===== src/sv/fcf_pkg.sv =====
package fcf_pkg;

	// Command codes carried by the op field.
	localparam logic [1:0] OP_WRITE  = 2'd0;
	localparam logic [1:0] OP_CIRCLE = 2'd1;
	localparam logic [1:0] OP_CLEAR  = 2'd2;
	localparam logic [1:0] OP_READ   = 2'd3;

	// Configuration register indexes.
	localparam logic CFG_CANVAS_W = 1'b0;
	localparam logic CFG_CANVAS_H = 1'b1;

	localparam int MAX_WIDTH_DEF  = 128;
	localparam int MAX_HEIGHT_DEF = 128;

	// Signed width that holds any centre coordinate plus or minus a radius.
	localparam int COORD_W = 18;
	localparam int CFG_W   = 8;
	localparam int PIXEL_W = 32;

	typedef struct packed {
		logic load;    // latch the accepted command
		logic bounds;  // compute the clipped bounding square of a circle
		logic scan;    // visit one pixel of the bounding square
		logic clear;   // write one word of the clear sweep
		logic zero;    // clear sweep writes zero instead of the colour
		logic write;   // single pixel write
		logic read;    // single pixel read into the read register
		logic result;  // load the output register
	} cmd_t;

	typedef struct packed {
		logic       empty;       // clipped bounding square holds no pixel
		logic       scan_last;   // scan is at the last pixel
		logic       clear_last;  // clear sweep is at the last word
		logic       out_full;    // output register holds a result not taken
	} sts_t;

endpackage


===== src/sv/fcf_ctrl.sv =====
module fcf_ctrl (
	input  logic          clk,
	input  logic          arst_n,
	input  logic          in_valid,
	input  logic [1:0]    in_op,
	output logic          in_stall,
	input  fcf_pkg::sts_t sts,
	output fcf_pkg::cmd_t cmd
);

	localparam logic [2:0] ST_INIT  = 3'd0;
	localparam logic [2:0] ST_IDLE  = 3'd1;
	localparam logic [2:0] ST_WRITE = 3'd2;
	localparam logic [2:0] ST_SETUP = 3'd3;
	localparam logic [2:0] ST_SCAN  = 3'd4;
	localparam logic [2:0] ST_CLEAR = 3'd5;
	localparam logic [2:0] ST_READ  = 3'd6;
	localparam logic [2:0] ST_FIN   = 3'd7;

	logic [2:0] state_q;
	logic [2:0] state_d;

	assign in_stall = (state_q != ST_IDLE);

	always_comb begin
		cmd     = '0;
		state_d = state_q;
		case (state_q)
			ST_INIT: begin
				cmd.clear = 1'b1;
				cmd.zero  = 1'b1;
				if (sts.clear_last) begin
					state_d = ST_IDLE;
				end
			end
			ST_IDLE: begin
				if (in_valid) begin
					cmd.load = 1'b1;
					case (in_op)
						fcf_pkg::OP_WRITE:  state_d = ST_WRITE;
						fcf_pkg::OP_CIRCLE: state_d = ST_SETUP;
						fcf_pkg::OP_CLEAR:  state_d = ST_CLEAR;
						default:            state_d = ST_READ;
					endcase
				end
			end
			ST_WRITE: begin
				cmd.write = 1'b1;
				state_d   = ST_FIN;
			end
			ST_SETUP: begin
				cmd.bounds = 1'b1;
				state_d    = sts.empty ? ST_FIN : ST_SCAN;
			end
			ST_SCAN: begin
				cmd.scan = 1'b1;
				if (sts.scan_last) begin
					state_d = ST_FIN;
				end
			end
			ST_CLEAR: begin
				cmd.clear = 1'b1;
				if (sts.clear_last) begin
					state_d = ST_FIN;
				end
			end
			ST_READ: begin
				cmd.read = 1'b1;
				state_d  = ST_FIN;
			end
			ST_FIN: begin
				if (!sts.out_full) begin
					cmd.result = 1'b1;
					state_d    = ST_IDLE;
				end
			end
			default: begin
				state_d = ST_INIT;
			end
		endcase
	end

	always_ff @(posedge clk or negedge arst_n) begin
		if (!arst_n) begin
			state_q <= ST_INIT;
		end else begin
			state_q <= state_d;
		end
	end

endmodule


===== config.mk =====
export PLATFORM = sky130hd
export DESIGN_NAME = fcf_ctrl
export DESIGN_NICKNAME = d
export VERILOG_FILES = /design/src/sv/fcf_pkg.sv /design/src/sv/fcf_ctrl.sv
export SDC_FILE = /design/constraint.sdc
export NUM_CORES = 1
export LEC_CHECK = 0
export BUFFER_PORTS_ARGS = -buffer_cell sky130_fd_sc_hd__buf_2
export CORE_AREA = 2 2 39 41
export CTS_CLUSTER_SIZE = 10
export DETAILED_ROUTE_END_ITERATION = 8
export DIE_AREA = 0 0 41 43
export PLACE_DENSITY = 0.45
export SYNTH_ARGS = -nofsm -noshare
export SYNTH_HDL_FRONTEND = slang
export SYNTH_SLANG_ARGS = --single-unit

===== constraint.sdc =====
create_clock -name clk -period 1.59 [get_ports clk]
set_clock_uncertainty 0.2 [all_clocks]
set_input_delay 0.318 -clock clk [delete_from_list [all_inputs] [get_ports clk]]
set_output_delay 0.318 -clock clk [all_outputs]
set_load 0.1 [all_outputs]

# Word-level counts from Yosys, hierarchy flattened
# Cells that the tools add are included.
# word_totals
regBits	3
input_bits	9
out_inout_bits	9
wordCells	39
# classes
n_eq_ne	15
muxes	18
n_reduce_logical	5
# ops
op	n
$pmux 3 s7	1
$mux 3	5
$eq 3x3->1 const B	4
$mux 1	10
$ne 2x2->1 const B	5
$pmux 3 s3	1
$eq 3x2->1 const B	2
$reduce_and 5->1	1
$reduce_or 2->1	2
$eq 3x1->1 const B	1
$logic_not 3->1	1
$ne 3x1->1 const B	1
$eq 2x1->1 const B	1
$eq 2x2->1 const B	1
$logic_not 2->1	1
$mux 2	1

# Logic depth before layout (Yosys ltp)
# logic_depth
ltp_word	4
mapped_depth	5

# Least setup slack after synthesis
# Ideal clock, no wire load.
# synth_timing
path_kind	register to output
startpoint	reg state_q[2]
endpoint	out cmd[2] (netlist bit)
arrival_time_ns	2.576
required_ns	1.072
slack_ns	-1.504
stages_incl_launch_ff	3
path_cell_list	dfrtp_1 -> buf_4 -> nor3_1
# synth_lines
item	line	source
from (decl)	fcf_ctrl.sv:20	logic [2:0] state_q;
from (signal assigned)	fcf_ctrl.sv:87	state_q <= state_d;
to (decl)	fcf_ctrl.sv:8	output fcf_pkg::cmd_t cmd

==> run_results.csv <==
group,metric,value,unit
run,maxCapViolations,0,
die,std_cell_rows,14,
layout,instances_no_fill,86,
cts,numClockSinks,3,
setup_path,crit_path_start_kind,"flop",
layout,fillCellCount,123,
cts,htree_levels,1,
layout,top_regs,"state_q (3)",
synthesis,synth_top_family_by_area,"simple AND/OR/NAND/NOR gates",
layout,fin_area,759,sq um
layout,area_delta_synth_final,152,%
min_path,worstHoldPathType,"in2reg",
placed_design,routabilityCongestion,0.738,
synthesis,ys_types,21,
pwr,peakVddDrop,0.000777,V
setup_path,slowest_delay,450,ps
placed_design,placed_cell_area,627,sq um
setup_path,worstPathArrival,1240,ps
setup_path,r2r_start,"state_q[0]",
sta,min_period_over_period,110,%
sta,period_minus_slack,1760,ps
cts,path_clk_slew,40,ps
sta,hold_viol,0,
synthesis,synth.mux.area_fraction,3.73,%
setup_path,path_max_fanout,6,
die,dieArea,1760,sq um
pwr,p_clk_share,8.2,%
synthesis,yosysSeqAreaShare,24.9,%
global_route,antenna_found_initial,0,
sta,rsz0062_at_grt,"yes",
setup_path,rr_worst_depth,6,
sta,setup_viol,9,
layout,drive_above_1_share,72.9,%
global_route,grt_pass1_wl,1.50,mm
synthesis,synthTopCellsByArea,"dfrtp_1 (25%), ha_1 (8.3%), buf_6 (7.5%)",
placed_design,dp_slack,44.0,ps
synthesis,synth_seq_cells,3,
drt,antenna_left,0,
setup_path,crit_path_top_delay_cell,"dfrtp_2",
cts,clock_path_buffers,2,
drt,drt-met1-wl,381,um
placed_design,place_inst,76,
layout,nets,82,
global_route,grt_max_degree,7,
drt,top_layer_used,"met4",
setup_path,worstSetupPathType,"reg2out",
setup_path,critPathLaunch,"state_q[0]",
drt,vias,369,
pwr,comb_power_share,80.4,%
die,die_w,41,um
synthesis,synthSimpleGateAreaFrac,27.8,%
pwr,p_per_area,2280,nW/um^2
global_route,grt_overflow,0,
die,dieHeight,43,um
setup_path,cp_cell_sequence,"buf_6 > nor3_4 > buf_12",
synthesis,synth_compound_area_share,18.7,%
layout,n_antenna_cell,0,
synthesis,synth_top_area_share,24.9,%
layout,fin_util,54.9,%
pwr,p_sw_share,54.4,%
setup_path,timing.rr.end,"state_q[0]",
die,core_area,1380,sq um
synthesis,synth_fa_ha_area_share,8.30,%
pwr,p_sw,0.942,mW
global_route,grt_pass1_vias,379,
drt,wl_per_cell,10.9,um
drt,via_per_inst,4.29,
layout,final_cell_mix,"buf_12 (9), buf_2 (8), buf_4 (8), nor2_4 (6), buf_6 (6)",
synthesis,synthCells,37,
min_path,worstHoldPathCells,3,
drt,wl,940,um
setup_path,required,1070,ps
sta,setup_ws,-166,ps
sta,relSlewSlack,83.7,%
placed_design,io_buffers,17,
cts,cts_tree,"yes",
synthesis,avgSynthCellArea,8.15,sq um
synthesis,yosysTopAreaCell,"dfrtp_1",
setup_path,cp-end-kind,"output port",
cts,clk_latency,240,ps
layout,final_common_cell,"buf_12",
setup_path,critPathCapture,"cmd[3]",
sta,holdWs,134,ps
outcome,status,"complete, but fails checks",
die,start_util,21.8,%
pwr,intPower,0.790,mW
synthesis,syn_area,302,sq um
cts,root_buffer,"clkbuf_4",
outcome,violations,"setup timing",
synthesis,syn_nets,48,
sta,drv_slew,0,
drt,wl_met3,52,um
placed_design,dpl.hpwl,642,um
global_route,track_usage,13.3,%
sta,max_freq,0.570,GHz
layout,top_register,"state_q",
pwr,leakagePower,0.343,nW
die,top_level_ports,18,
cts,cts_buffers,3,
drt,drc,0,
drt,wl_met2,490,um
layout,largest_reg_flops,3,
synthesis,yosysWarnings,0,
synthesis,synth-xor-area-share,2.90,%
drt,firstDrtPassIters,4,
setup_path,reg2reg_slack,110,ps
pwr,pwr-share-seq,11.4,%
sta,worst_slew_pin_slew,244,ps
drt,drt_iter0_markers,6,
worst min-delay path by stage:
stage / endpoint / startpoint
after floorplan: state_q[0] / arst_n
after global placement: state_q[2] / arst_n
after detailed placement: state_q[2] / arst_n
after CTS: state_q[0] / sts[3]
after global routing: state_q[0] / sts[3]
final: state_q[0] / sts[3]
per-stage QoR:
| stage | TNS, ps | power (mW) |
|---|---|---|
| final | -1200 | 1.73 |
| after global routing | -1560 | 1.80 |
| after CTS | -1120 | 1.73 |
| after detailed placement | 0 | 1.39 |
| after global placement | 0 | 1.39 |
| after floorplan | -2380 | 0.980 |
per-layer routing:
layer  track usage [%]  up-vias
met5                 0        -
met1              14.6      162
met4              10.0        0
li1                  -      192
met3              5.76        2
met2              19.1       13
cell families after synthesis:
family / Yosys count
simple gates: 17
mux: 1
flops: 3
fa+ha+maj: 2
compound gates: 7
buf+inv: 6
xor+xnor: 1
Yosys cell counts, drive strengths merged:
cell type,count
a21oi,1
mux2,1
a31oi,1
xor2,1
o211ai,1
buf,3
nand2b,2
and3,1
nand2,3
dfrtp,3
nor2,7
nand3,1
nor3,3
o21ai,2
inv,3
ha,2
a221oi,1
a32oi,1
power by group through the flow:
stage               Clock, mW  Sequential [mW]  Combinational, mW
finish                  0.142            0.198               1.39
floorplan                   0            0.129              0.851
CTS                     0.139            0.194               1.39
global placement            0            0.177               1.21
detailed placement          0            0.176               1.21
global route            0.155            0.205               1.44
critical path: cells and delay by family, from the launching register on:
kind / cells / cell delay, ps
buffers and inverters: 2 / 340
flip-flops: 1 / 450
AND/OR/NAND/NOR: 1 / 200
layout make-up:
cell class,count,area (sq um),area share [%]
repair buffers,32,358,47.1
clock buffers,4,26.3,3.46
multi-input cells,28,265,34.9
well taps,16,20.0,2.64
flip-flops and latches,3,78.8,10.4
inverters,3,11.3,1.48
repair_timing:
action / 4_1_cts / 5_1_grt
hold endpoints to repair: 3 / 0
resized for setup: 15 / 0
pin swaps: 6 / 1
setup endpoints to repair: 9 / 9
hold buffers: 1 / 0
setup buffers: 5 / 0
No activity file was read; power rests on OpenSTA's default activity.
